--- src/sv/tcce_pkg.sv ---
// ----------------------------------------------------------------------------
// tcce_pkg
// Shared types and constants of the text console character engine.
// ----------------------------------------------------------------------------
package tcce_pkg;

   localparam int OP_W        = 3;
   localparam int CHAR_W      = 8;
   localparam int COLOR_W     = 8;
   localparam int COL_W       = 7;
   localparam int ROW_W       = 5;
   localparam int ENTRY_W     = 16;
   localparam int REQ_TDATA_W = 32;
   localparam int RSP_TDATA_W = 32;
   localparam int RSP_PAD_W   = RSP_TDATA_W - ROW_W - COL_W - ENTRY_W;

   // opcodes
   localparam logic [OP_W-1:0] OP_PUT_CHAR = 3'd0;
   localparam logic [OP_W-1:0] OP_CLEAR    = 3'd1;
   localparam logic [OP_W-1:0] OP_WRITE    = 3'd2;
   localparam logic [OP_W-1:0] OP_COPY     = 3'd3;
   localparam logic [OP_W-1:0] OP_READ     = 3'd4;

   localparam logic [CHAR_W-1:0]  NEWLINE_CHAR = 8'h0A;
   localparam logic [CHAR_W-1:0]  BLANK_CHAR   = 8'h20;
   localparam logic [ENTRY_W-1:0] RESET_ENTRY  = 16'h0720;
   localparam logic [COLOR_W-1:0] RESET_COLOR  = 8'h07;

   typedef enum logic [3:0] {
      ST_INIT,
      ST_IDLE,
      ST_EXEC,
      ST_SCROLL_PRIME,
      ST_SCROLL,
      ST_FILL,
      ST_COPY_WR,
      ST_READ_WAIT,
      ST_RESP
   } state_type;

   typedef enum logic [2:0] {
      CUR_HOLD,
      CUR_ADVANCE,
      CUR_NEXT_ROW,
      CUR_COL0,
      CUR_HOME
   } cur_op_type;

   typedef enum logic [1:0] {
      CNT_HOLD,
      CNT_ZERO,
      CNT_INC
   } cnt_op_type;

   typedef enum logic [1:0] {
      WD_RESET,
      WD_BLANK,
      WD_CHAR,
      WD_RAM
   } wd_sel_type;

   typedef enum logic [1:0] {
      WA_COUNT,
      WA_CURSOR,
      WA_TARGET
   } wa_sel_type;

   typedef enum logic [1:0] {
      RA_TARGET,
      RA_SOURCE,
      RA_SCROLL,
      RA_SCROLL_NEXT
   } ra_sel_type;

   typedef struct packed {
      logic       ram_we;
      logic       ram_re;
      wd_sel_type wd_sel;
      wa_sel_type wa_sel;
      ra_sel_type ra_sel;
      cnt_op_type cnt_op;
      cur_op_type cur_op;
      logic       req_load;
      logic       rd_clear;
      logic       rd_capture;
      logic       rsp_load;
   } dp_cmd_type;

   typedef struct packed {
      logic [OP_W-1:0] op;
      logic            is_newline;
      logic            tgt_ok;
      logic            src_ok;
      logic            col_last;
      logic            row_last;
      logic            scroll_end;
      logic            fill_end;
      logic            rsp_free;
   } dp_sts_type;

endpackage

--- src/sv/tcce_ctrl.sv ---
// ----------------------------------------------------------------------------
// tcce_ctrl
// Controller: sequences store sweeps, cell accesses and the result handoff.
// ----------------------------------------------------------------------------
module tcce_ctrl
   import tcce_pkg::*;
(
   input  logic       clock,
   input  logic       reset,
   input  logic       req_tvalid,
   output logic       req_tready,
   input  dp_sts_type sts,
   output dp_cmd_type cmd
);

   state_type state_ff, state_in;

   always_ff @(posedge clock) begin
      if (reset) begin
         state_ff <= ST_INIT;
      end else begin
         state_ff <= state_in;
      end
   end

   // next state
   always_comb begin
      state_in = state_ff;
      case (state_ff)
         ST_INIT: begin
            if (sts.fill_end) state_in = ST_IDLE;
         end
         ST_IDLE: begin
            if (req_tvalid) state_in = ST_EXEC;
         end
         ST_EXEC: begin
            case (sts.op)
               OP_PUT_CHAR: begin
                  if (sts.row_last && (sts.is_newline || sts.col_last)) begin
                     state_in = ST_SCROLL_PRIME;
                  end else begin
                     state_in = ST_RESP;
                  end
               end
               OP_CLEAR: state_in = ST_FILL;
               OP_COPY:  state_in = (sts.tgt_ok && sts.src_ok) ? ST_COPY_WR : ST_RESP;
               OP_READ:  state_in = sts.tgt_ok ? ST_READ_WAIT : ST_RESP;
               default:  state_in = ST_RESP;
            endcase
         end
         ST_SCROLL_PRIME: state_in = ST_SCROLL;
         ST_SCROLL: begin
            if (sts.scroll_end) state_in = ST_FILL;
         end
         ST_FILL: begin
            if (sts.fill_end) state_in = ST_RESP;
         end
         ST_COPY_WR:   state_in = ST_RESP;
         ST_READ_WAIT: state_in = ST_RESP;
         ST_RESP: begin
            if (sts.rsp_free) state_in = ST_IDLE;
         end
         default: state_in = ST_INIT;
      endcase
   end

   // outputs
   always_comb begin
      cmd        = '0;
      cmd.wd_sel = WD_RESET;
      cmd.wa_sel = WA_COUNT;
      cmd.ra_sel = RA_TARGET;
      cmd.cnt_op = CNT_HOLD;
      cmd.cur_op = CUR_HOLD;
      req_tready = 1'b0;
      case (state_ff)
         ST_INIT: begin
            cmd.ram_we = 1'b1;
            cmd.cnt_op = CNT_INC;
         end
         ST_IDLE: begin
            req_tready   = 1'b1;
            cmd.req_load = req_tvalid;
         end
         ST_EXEC: begin
            cmd.rd_clear = 1'b1;
            case (sts.op)
               OP_PUT_CHAR: begin
                  if (!sts.is_newline) begin
                     cmd.ram_we = 1'b1;
                     cmd.wd_sel = WD_CHAR;
                     cmd.wa_sel = WA_CURSOR;
                  end
                  if (!sts.is_newline && !sts.col_last) begin
                     cmd.cur_op = CUR_ADVANCE;
                  end else if (!sts.row_last) begin
                     cmd.cur_op = CUR_NEXT_ROW;
                  end else begin
                     cmd.cur_op = CUR_COL0;
                     cmd.cnt_op = CNT_ZERO;
                  end
               end
               OP_CLEAR: begin
                  cmd.cur_op = CUR_HOME;
                  cmd.cnt_op = CNT_ZERO;
               end
               OP_WRITE: begin
                  cmd.ram_we = sts.tgt_ok;
                  cmd.wd_sel = WD_CHAR;
                  cmd.wa_sel = WA_TARGET;
               end
               OP_COPY: begin
                  cmd.ram_re = sts.tgt_ok && sts.src_ok;
                  cmd.ra_sel = RA_SOURCE;
               end
               OP_READ: begin
                  cmd.ram_re = sts.tgt_ok;
                  cmd.ra_sel = RA_TARGET;
               end
               default: ;
            endcase
         end
         ST_SCROLL_PRIME: begin
            cmd.ram_re = 1'b1;
            cmd.ra_sel = RA_SCROLL;
         end
         ST_SCROLL: begin
            cmd.ram_we = 1'b1;
            cmd.wd_sel = WD_RAM;
            cmd.cnt_op = CNT_INC;
            cmd.ram_re = !sts.scroll_end;
            cmd.ra_sel = RA_SCROLL_NEXT;
         end
         ST_FILL: begin
            cmd.ram_we = 1'b1;
            cmd.wd_sel = WD_BLANK;
            cmd.cnt_op = CNT_INC;
         end
         ST_COPY_WR: begin
            cmd.ram_we = 1'b1;
            cmd.wd_sel = WD_RAM;
            cmd.wa_sel = WA_TARGET;
         end
         ST_READ_WAIT: cmd.rd_capture = 1'b1;
         ST_RESP:      cmd.rsp_load   = sts.rsp_free;
         default: ;
      endcase
   end

endmodule

--- config.mk ---
export PLATFORM = sky130hd
export DESIGN_NAME = tcce_ctrl
export DESIGN_NICKNAME = d
export VERILOG_FILES = /design/src/sv/tcce_pkg.sv /design/src/sv/tcce_ctrl.sv
export SDC_FILE = /design/constraint.sdc
export NUM_CORES = 1
export LEC_CHECK = 0
export ABC_AREA = 1
export BUFFER_PORTS_ARGS = -buffer_cell sky130_fd_sc_hd__buf_2
export CORE_AREA = 5 5 42 44
export CTS_BUF_LIST = sky130_fd_sc_hd__clkbuf_4 sky130_fd_sc_hd__clkbuf_8
export CTS_CLUSTER_DIAMETER = 80
export DETAILED_ROUTE_END_ITERATION = 12
export DIE_AREA = 0 0 47 49
export HOLD_SLACK_MARGIN = 0.05
export PLACE_DENSITY = 0.75
export SLEW_MARGIN = 30
export SYNTH_ARGS = -nofsm -noshare
export SYNTH_HDL_FRONTEND = slang
export SYNTH_SLANG_ARGS = --single-unit
--- constraint.sdc ---
create_clock -name clock -period 3.3 [get_ports clock]
set_input_delay 0.33 -clock clock [delete_from_list [all_inputs] [get_ports clock]]
set_output_delay 0.33 -clock clock [all_outputs]
set_load 0.005 [all_outputs]
# After elaboration in Yosys (flattened, before gate mapping)
# Index checks and enable logic that the tools add are counted.
# Widths: inputs -> output; s select.
# op_classes
add_sub_neg	0
n_mul	0
div	0
n_lt_le_gt_ge	0
n_eq_ne	17
shift	0
mux	33
n_bitwise	0
reduce_logical	14
# op_table
op	count
$mux 4	9
$pmux 4 s8	1
$eq 4x3->1 const B	4
$pmux 4 s4	1
$pmux 2 s3	2
$mux 1	10
$ne 2x2->1 const B	5
$pmux 5 s2	1
$eq 4x2->1 const B	2
$pmux 2 s2	2
$pmux 4 s2	1
$eq 3x2->1 const B	2
$pmux 1 s2	3
$reduce_and 5->1	1
$eq 4x1->1 const B	1
$eq 4x4->1 const B	1
$logic_not 4->1	1
$reduce_or 2->1	2
$reduce_or 4->1	1
$eq 3x1->1 const B	1
$eq 3x3->1 const B	1
$logic_and 1x1->1	3
$logic_not 1->1	3
$logic_not 3->1	1
5 further kinds	5
# totals
register_bits	4
latchBits	0
mem_bits_rw	0
rom_bits	0
input_bits	14
output_inout_bits	18
elab_cells	65
mem_count	0

# Logic depth before layout (Yosys ltp)
# Gate-level depths: netlist of run 1.
# logic_depth
ltp_word	5
depth_mapped	9
mapped_depth_nobuf	9

# Least setup slack after synthesis of run 1
# OpenSTA, ideal clock, no wires.
# synth_timing
path_type	reg2out
start	register state_ff[2]
end	output port cmd[12] (netlist name)
arrival_ns	1.064
required_time_ns	2.970
setup_slack_ns	1.906
stages_incl_launch_ff	7
path_buffers	1
path_cell_list	dfxtp_1 > nor2_2 > inv_2 > nor2_2 > buf_6 > inv_2 > o32ai_1
# synth_rtl
element	line_no	text
from (decl)	tcce_ctrl.sv:16	state_type state_ff, state_in;
from (signal assigned)	tcce_ctrl.sv:22	state_ff <= state_in;
to (decl)	tcce_ctrl.sv:13	output dp_cmd_type cmd

==> summary.md, run 1 <==
| Metric | Value |
|---|---|
| Crit path DAT | `1620 ps` |
| Vias/cell | `4.89` |
| TritonCTS Sinks | `4` |
| Status | `finished, final reports clean` |
| Syn avg cell area | `4.95 sq um` |
| Cts repair resizes | `0` |
| DP Wirelength | `1430 microns` |
| PwrDens | `421 nW/um^2` |
| CTS Root Cell | `clkbuf_4` |
| Row count | `14` |
| Synth Cell Area | `584 sq um` |
| Area delta synth->final | `31.9%` |
| Pin count of the biggest net entering global routing | `12` |
| CP required | `2970 ps` |
| TritonCTS Buffers | `3` |
| H-Tree Depth | `1` |
| Fin Setup TNS | `0 ps` |
| CTS tree | `built` |
| Fin crit share | `59.0%` |
| Fin crit period | `1950 ps` |
| Clock Path Buffers | `2` |
| Largest regs | `state_ff (4)` |
| GRT Util Overall | `15.8%` |
| Synth unique cells | `18` |
| Die footprint | `2300 sq um` |
| Yosys warnings | `0` |
| LEAKAGE | `0.510 nW` |
| Port bufs | `31` |
| Share of layout cells above drive strength 1 | `29.8%` |
| I/O pins | `32` |
| Worst setup path startpoint | `state_ff[2]$_SDFFE_PP0P_` |
| Clock Latency Late Sink | `240 ps` |
| First-pass GRT wire length | `2790 microns` |
| Peak supply drop | `0.233 mV` |
| Gate Count Post-Synth | `118` |
| N_diodes | `0` |
| Setup CP Type | `reg2out` |
| Worst Skew | `7.40 ps` |
| Final WL | `1670 microns` |
| Placer's final routability congestion estimate | `0.848` |
| DRC viols | `0` |
| Largest register FFs | `4` |
| Placed Instances | `164` |
| Initial antenna violation count | `0` |
| Fin. max-slew vios | `0` |
| CP Capture Type | `output port` |
| Fin cells | `167` |
| First-pass DRT Iterations | `4` |
| R2r startpoint | `state_ff[2]$_SDFFE_PP0P_` |
| Worst slew margin | `73.4%` |
| Postcts setup bufs | `0` |
| Startpoint class of the critical path | `flip-flop` |
| Syn_nets | `132` |
| Final hold violations | `0` |
| Finished Core Util | `55.0%` |
| Synth Register Bits | `4` |
| Tightest Pin Transition | `399 ps` |
| Vias in the first global route | `724` |
| Clock Pin Slew Worst Setup and Hold Paths | `40 ps` |
| Die Wd | `47 microns` |
| # fillers | `161` |
| Starting Density | `41.7%` |
| CP Max Fanout | `11` |
| Max Freq | `514 MHz` |
| Register area share after synthesis | `13.7%` |
| Finish-stage setup viols | `0` |
| Hold_buf cts | `0` |
| Final net count | `167` |
| Hold path start | `reset` |
| MaxCap Viol Count | `0` |
| DR vias | `817` |
| Core area | `1400 sq um` |
| Mean routed wirelength per cell | `10.0 microns` |
| DRT iter0 DRCs | `14` |
| GRT overflow | `0` |
| Post-DRT Antenna Nets | `0` |
| Worst hold path class | `in2reg` |
| Most flop-heavy register | `state_ff` |
| RSZ-0062 raised after global routing | `no` |
| Die Height | `49 microns` |
==> critical path, cell delays in order, from the launching register on <==
cell     delay (ps)
dfxtp_1         340
nor2_2          170
inv_2            70
nor2_2          320
inv_2            80
o32ai_1         230
buf_2           160
==> synth_stat cells <==
cell type	number	share of area, %
nand3b_1	1	1.3
nand3_1	8	6.9
nand2_4	1	1.9
a21oi_1	8	6.9
nor3_1	3	2.6
inv_2	5	3.2
nand4_1	2	2.1
inv_1	17	11
nand2_1	36	23
nor4_1	1	1.1
buf_6	1	1.9
o32ai_1	1	1.5
o21bai_1	1	1.3
o21ai_0	4	3.4
nor2_2	4	4.3
nand2_2	1	1.1
nor2_1	20	13
dfxtp_1	4	14
==> cell families after synthesis <==
| group | after synthesis | synth area share [%] |
|---|---|---|
| AO/OA/AOI/OAI | 14 | 13.1 |
| flip-flops | 4 | 13.7 |
| AND/OR/NAND/NOR | 77 | 57.2 |
| buffers and inverters | 23 | 16.1 |
==> metal layers <==
| metal | share of wire, % | global-route usage (%) | wire (microns) | up-vias |
|---|---|---|---|---|
| li1 | - | - | - | 437 |
| met1 | 40 | 17.5 | 672 | 347 |
| met2 | 50 | 28.7 | 839 | 33 |
| met3 | 9.7 | 1.85 | 162 | 0 |
| met4 | 0 | 5.53 | 0 | 0 |
| met5 | 0 | 0 | 0 | - |
==> per-stage QoR <==
step	instance area [sq um]	total power [mW]	setup slack, ps	hold slack (ps)
after floorplan	584	0.199	1910	399
after global placement	748	0.259	1660	511
after detailed placement	748	0.263	1610	512
after CTS	771	0.328	1340	287
after global routing	771	0.362	1190	309
final	771	0.324	1350	300
==> final cells by class <==
class,instances,area (sq um),share of cell area (%)
flip-flops and latches,4,80.1,10.4
repair buffers,31,155,20.1
multi-input cells,91,410,53.2
clock buffers,3,22.5,2.92
well taps,16,20.0,2.60
inverters,22,82.6,10.7
==> placed cells by master (no fill, tap or decap) <==
cell type  Yosys  final
nor4_1         1      1
o21bai_1       1      1
nor2_1        20     20
nand4_1        2      2
nand2_2        1      1
a21oi_1        8      8
clkbuf_4       0      3
o21ai_0        4      4
nand3b_1       1      1
o32ai_1        1      1
nand2_4        1      1
nand2_1       36     36
nor2_2         4      4
dfxtp_1        4      4
nor3_1         3      3
nand3_1        8      8
inv_2          5      5
buf_2          0     31
inv_1         17     17
==> path summary, 6_finish.rpt <==
check | to | slack, ps | cells past startpoint
worst max-delay path | cmd[12] | 1350 | 6
worst min-delay path | state_ff[2]$_SDFFE_PP0P_ | 300 | 2
worst max register to register | state_ff[3]$_SDFFE_PP0P_ | 1800 | 9
worst min register to register | state_ff[2]$_SDFFE_PP0P_ | 520 | 2
==> power by group <==
part	internal (mW)	switching [mW]	total (mW)	leakage, nW
logic	0.0724	0.116	0.189	0.464
registers	0.0578	0.0162	0.0741	0.0326
clock network	0.0407	0.0209	0.0616	0.0138
No activity file was read; power rests on OpenSTA's default activity.
==> run 2: changes to the inputs <==
--- a/config.mk
+++ b/config.mk
@@ -5,15 +5,15 @@
 export SDC_FILE = /design/constraint.sdc
 export NUM_CORES = 1
 export LEC_CHECK = 0
-export ABC_AREA = 1
+export ABC_AREA = 0
 export BUFFER_PORTS_ARGS = -buffer_cell sky130_fd_sc_hd__buf_2
-export CORE_AREA = 5 5 42 44
+export CORE_MARGIN = 5
+export CORE_UTILIZATION = 42
 export CTS_BUF_LIST = sky130_fd_sc_hd__clkbuf_4 sky130_fd_sc_hd__clkbuf_8
 export CTS_CLUSTER_DIAMETER = 80
 export DETAILED_ROUTE_END_ITERATION = 12
-export DIE_AREA = 0 0 47 49
 export HOLD_SLACK_MARGIN = 0.05
-export PLACE_DENSITY = 0.75
+export PLACE_DENSITY = 0.73
 export SLEW_MARGIN = 30
 export SYNTH_ARGS = -nofsm -noshare
 export SYNTH_HDL_FRONTEND = slang
==> constraint.sdc (replaced) <==
create_clock -name clock -period 1.7 [get_ports clock]
set_input_delay 0.17 -clock clock [delete_from_list [all_inputs] [get_ports clock]]
set_output_delay 0.17 -clock clock [all_outputs]
set_load 0.005 [all_outputs]
==> summary.md, run 2 <==
| Metric | Value |
|---|---|
| Status | `complete, but fails checks` |
| Failing checks | `setup timing` |
| Fin crit share | `111%` |
| Commonest non-fill, non-tap cells in the layout | `buf_2, nor2_1, nand2_1, a21oi_1, inv_1` |
| LEAKAGE | `0.408 nW` |
| Crit path setup slack, layout | `-185 ps` |
| Final hold violations | `0` |
| Top post-synthesis cells by area | `dfxtp_1, nor2_1, a21oi_1` |
| DRT iter0 DRCs | `16` |
| CP max stage cell | `or4b_4` |
| Vias/cell | `5.80` |
| N_diodes | `0` |
| Port bufs | `31` |
| Peak supply drop | `0.309 mV` |
| Vias in the first global route | `805` |
| TritonCTS Buffers | `3` |
| Die footprint | `2400 sq um` |
| Worst hold path class | `in2reg` |
| Mean routed wirelength per cell | `14.0 microns` |
| Gate Count Post-Synth | `96` |
| Commonest cells in the netlist | `nor2_1, a21oi_1, nand2_1` |
| Fin crit period | `1890 ps` |
| Finished Core Util | `61.4%` |
| Core area | `1470 sq um` |
| CTS tree | `built` |
| Crit path largest cell delay | `570 ps` |
| Worst Skew | `1.82 ps` |
| Top-count cell post-synth | `nor2_1` |
| GR peak layer | `met2` |
| Finish-stage setup viols | `9` |
| Starting Density | `43.5%` |
| CTS Root Cell | `clkbuf_4` |
| Synth Cell Area | `639 sq um` |
| Synth Flop Type | `dfxtp_1` |
| CP Capture Type | `output port` |
| Syn avg cell area | `6.66 sq um` |
| Share of layout cells above drive strength 1 | `40.3%` |
| Setup CP Type | `reg2out` |
| WP buf/inv | `1` |
| First-pass DRT Iterations | `4` |
| Largest register FFs | `4` |
| Met2 usage | `28.5%` |
| Row count | `14` |
| Final WL | `2030 microns` |
| Tightest Pin Transition | `332 ps` |
| Worst slew margin | `77.8%` |
| CP Max Fanout | `3` |
| Yosys warnings | `0` |
| Clock Pin Slew Worst Setup and Hold Paths | `40 ps` |
| H-Tree Depth | `1` |
| PwrDens | `633 nW/um^2` |
| RSZ-0062 raised after global routing | `yes` |
| Final instance area | `903 sq um` |
| Placer's final routability congestion estimate | `0.883` |
| Max Freq | `530 MHz` |
| Commonest non-fill, non-tap cell in the layout | `buf_2` |
| DRC viols | `0` |
| Synth Register Bits | `4` |
| Fin. max-slew vios | `0` |
| Startpoint class of the critical path | `flip-flop` |
| Largest regs | `state_ff (4)` |
| TritonCTS Sinks | `4` |
| Synth unique cells | `37` |
| Die Wd | `49.0 microns` |
| Syn_nets | `110` |
| Post-DRT Antenna Nets | `0` |
| Pre-CTS setup slack | `-6.93 ps` |
| First-pass GRT wire length | `3190 microns` |
| Synth async-reset ratio | `0%` |
| I/O pins | `32` |
| Met3 Resource Use GR | `3.98%` |
| Crit path max-delay family | `simple AND/OR/NAND/NOR gates` |
| GRT overflow | `0` |
| Most flop-heavy register | `state_ff` |
| Dpl cell area | `820 sq um` |
| Crit path DAT | `1720 ps` |
| Post-synth EDFFs | `0` |
| Met1 global-route usage | `17.9%` |
| Area delta synth->final | `41.3%` |
| Initial antenna violation count | `0` |
| GRT Util Overall | `16.5%` |
| Synth area leader | `dfxtp_1` |
| Register area share after synthesis | `12.5%` |
| Post-synth top area share | `12.5%` |
| MaxCap Viol Count | `0` |
| DP Wirelength | `1580 microns` |
| Hold_buf cts | `0` |
| Die Height | `49.0 microns` |
| CP required | `1530 ps` |
| Pin count of the biggest net entering global routing | `14` |
| Final net count | `145` |
| DR vias | `841` |
| Crit path cell chain | `or4b_4 -> or2_4 -> o32ai_4 -> buf_2` |
| Clock Latency Late Sink | `230 ps` |
| Clock Path Buffers | `2` |
## run 2: per-layer routing
metal,wire (microns),vias up,share of wire (%)
li1,-,421,-
met1,836,382,41
met2,1010,36,50
met3,173,2,8.5
met4,15,0,0.74
met5,0,-,0
## run 2: kinds of logic after synthesis
kind of cell    after synthesis  share of synthesized area [%]
compound gates               33                           39.1
mux                           3                           4.89
buf+inv                      15                           10.4
flops                         4                           12.5
simple gates                 41                           33.1
## run 2: where the power goes
| group | internal, mW | switching [mW] |
|---|---|---|
| logic | 0.153 | 0.193 |
| registers | 0.106 | 0.00796 |
| clock network | 0.0786 | 0.0339 |
| total | 0.338 | 0.234 |
## run 2: worst paths after layout
path,end,startpoint,slack [ps],cells past startpoint
setup / recovery,cmd[12],state_ff[3]$_SDFFE_PP0P_,-190,4
hold / removal,state_ff[3]$_SDFFE_PP0P_,reset,150,2
setup reg to reg,state_ff[3]$_SDFFE_PP0P_,state_ff[3]$_SDFFE_PP0P_,60,5
hold reg to reg,state_ff[0]$_SDFFE_PP0P_,state_ff[1]$_SDFFE_PP0P_,660,2
## run 2: area by class of cell
class                      instances  area [sq um]
multi-input combinational         77           532
inverter                           7          26.3
clock buffer                       3          22.5
fill                             139           568
timing repair buffer              38           223
tap                               16          20.0
sequential                         4          80.1
## run 2: repair_timing
action,in CTS,in global routing
setup buffers,0,1
setup endpoints to repair,10,13
pin swaps,4,2
resized for setup,6,6
## run 2: through the flow
step                      setup TNS [ps]  power (mW)  hold slack [ps]  cells
after global routing               -1890       0.620              150    145
after CTS                          -1220       0.555              145    144
final                              -1210       0.572              152    145
after detailed placement           -6.93       0.432              393    141
after global placement                 0       0.428              382    141
after floorplan                        0       0.325              236     96
==> run 3: changes to the inputs <==
--- a/config.mk
+++ b/config.mk
@@ -5,15 +5,15 @@
 export SDC_FILE = /design/constraint.sdc
 export NUM_CORES = 1
 export LEC_CHECK = 0
-export ABC_AREA = 0
+export ABC_AREA = 1
 export BUFFER_PORTS_ARGS = -buffer_cell sky130_fd_sc_hd__buf_2
 export CORE_MARGIN = 5
-export CORE_UTILIZATION = 42
+export CORE_UTILIZATION = 41
 export CTS_BUF_LIST = sky130_fd_sc_hd__clkbuf_4 sky130_fd_sc_hd__clkbuf_8
 export CTS_CLUSTER_DIAMETER = 80
 export DETAILED_ROUTE_END_ITERATION = 12
 export HOLD_SLACK_MARGIN = 0.05
-export PLACE_DENSITY = 0.73
+export PLACE_DENSITY = 0.74
 export SLEW_MARGIN = 30
 export SYNTH_ARGS = -nofsm -noshare
 export SYNTH_HDL_FRONTEND = slang
==> summary.md, run 3 (synthesized netlist as in run 1, its figures left out) <==
| Metric | Value |
|---|---|
| Die footprint | `2280 sq um` |
| CTS tree | `built` |
| Clock Pin Slew Worst Setup and Hold Paths | `40 ps` |
| Final hold violations | `0` |
| H-Tree Depth | `1` |
| Final WL | `1720 microns` |
| Die Wd | `47.8 microns` |
| Initial antenna violation count | `0` |
| Crit path DAT | `1430 ps` |
| GRT overflow | `0` |
| TritonCTS Buffers | `3` |
| Largest register FFs | `4` |
| Tightest Pin Transition | `245 ps` |
| Worst slew margin | `83.5%` |
| CP Capture Type | `output port` |
| Vias/cell | `4.95` |
| Setup CP Type | `reg2out` |
| Port bufs | `31` |
| PwrDens | `804 nW/um^2` |
| Finish-stage setup viols | `0` |
| Starting Density | `44.3%` |
| N_diodes | `0` |
| Commonest non-fill, non-tap cells in the layout | `nand2_1, buf_2, nor2_1` |
| Clock Latency Late Sink | `240 ps` |
| WP buf/inv | `2` |
| DRT iter0 DRCs | `36` |
| Fin crit period | `1600 ps` |
| Pre-CTS setup slack | `254 ps` |
| Worst hold path class | `in2reg` |
| TritonCTS Sinks | `4` |
| GRT Util Overall | `14.9%` |
| CTS Root Cell | `clkbuf_4` |
| I/O pins | `32` |
| First-pass GRT wire length | `2460 microns` |
| MaxCap Viol Count | `0` |
| Peak supply drop | `0.487 mV` |
| DRC viols | `0` |
| First-pass DRT Iterations | `5` |
| Clock Path Buffers | `2` |
| Status | `finished, final reports clean` |
| Crit path largest cell delay | `370 ps` |
| LEAKAGE | `0.525 nW` |
| Most flop-heavy register | `state_ff` |
| Die Height | `47.8 microns` |
| Fin crit share | `94.3%` |
| CP required | `1530 ps` |
| Fin. max-slew vios | `0` |
| Vias in the first global route | `620` |
| Post-DRT Antenna Nets | `0` |
| Crit path setup slack, layout | `96.3 ps` |
| CP Max Fanout | `7` |
| Crit path max-delay family | `simple AND/OR/NAND/NOR gates` |
| Top cell by count, worst path | `nor2_4` |
| Core area | `1320 sq um` |
| Final net count | `169` |
| Commonest non-fill, non-tap cell in the layout | `nand2_1` |
| DP Wirelength | `1470 microns` |
| Startpoint class of the critical path | `flip-flop` |
| DR vias | `832` |
| Largest regs | `state_ff (4)` |
| Crit path cell chain | `nor2_4 -> inv_2 -> nor2_4 -> nand2_1 -> o21bai_1 -> nand3b_1 -> buf_2` |
| Placer's final routability congestion estimate | `0.837` |
| CP max stage cell | `dfxtp_1` |
| Finished Core Util | `61.1%` |
| Row count | `13` |
| Max Freq | `624 MHz` |
| Area delta synth->final | `37.7%` |
| Share of layout cells above drive strength 1 | `32.7%` |
| Mean routed wirelength per cell | `10.2 microns` |
| Worst Skew | `0.572 ps` |
| Pin count of the biggest net entering global routing | `8` |
==> run 3: worst paths after layout <==
| kind | startpoint | to | slack [ps] | cells past startpoint |
|---|---|---|---|---|
| setup / recovery | state_ff[3]$_SDFFE_PP0P_ | cmd[16] | 100 | 7 |
| hold / removal | reset | state_ff[0]$_SDFFE_PP0P_ | 140 | 2 |
| setup reg to reg | state_ff[2]$_SDFFE_PP0P_ | state_ff[2]$_SDFFE_PP0P_ | 300 | 8 |
| hold reg to reg | state_ff[0]$_SDFFE_PP0P_ | state_ff[0]$_SDFFE_PP0P_ | 510 | 2 |
==> run 3: per-layer routing <==
layer	vias to the layer above	share of wire, %	GRT usage, %
li1	442	-	-
met1	354	45	19.8
met2	34	46	26.9
met3	2	8.0	0
met4	0	0.76	3.23
met5	-	0	0
==> run 3: cell type report <==
cell class | instances | area, sq um
timing repair buffer | 33 | 170
tap | 15 | 18.8
clock buffer | 3 | 22.5
inverter | 22 | 82.6
sequential | 4 | 82.6
fill | 140 | 513
multi-input combinational | 91 | 428
==> run 3: repair_timing <==
item / 4_1_cts / 5_1_grt
pin swaps: 0 / 2
gates resized for setup: 1 / 4
setup buffers: 0 / 1
cloned: 0 / 0
endpoints found under the setup margin: 1 / 2
endpoints found under the hold margin: 0 / 0
hold buffers: 0 / 0
==> run 3: per-stage QoR <==
stage / hold slack (ps) / TNS (ps) / cell area [sq um] / total power, mW / cells
final: 135 / 0 / 805 / 0.647 / 168
after floorplan: 239 / 0 / 584 / 0.386 / 118
after global placement: 377 / 0 / 754 / 0.505 / 164
after global routing: 148 / -36.2 / 805 / 0.700 / 168
after detailed placement: 376 / 0 / 754 / 0.511 / 164
after CTS: 136 / 0 / 782 / 0.634 / 167
==> run 3: power breakdown <==
| part | switching, mW | total [mW] | internal, mW |
|---|---|---|---|
| sequential | 0.0309 | 0.146 | 0.116 |
| combinational | 0.228 | 0.380 | 0.152 |
| clock | 0.0412 | 0.120 | 0.0791 |
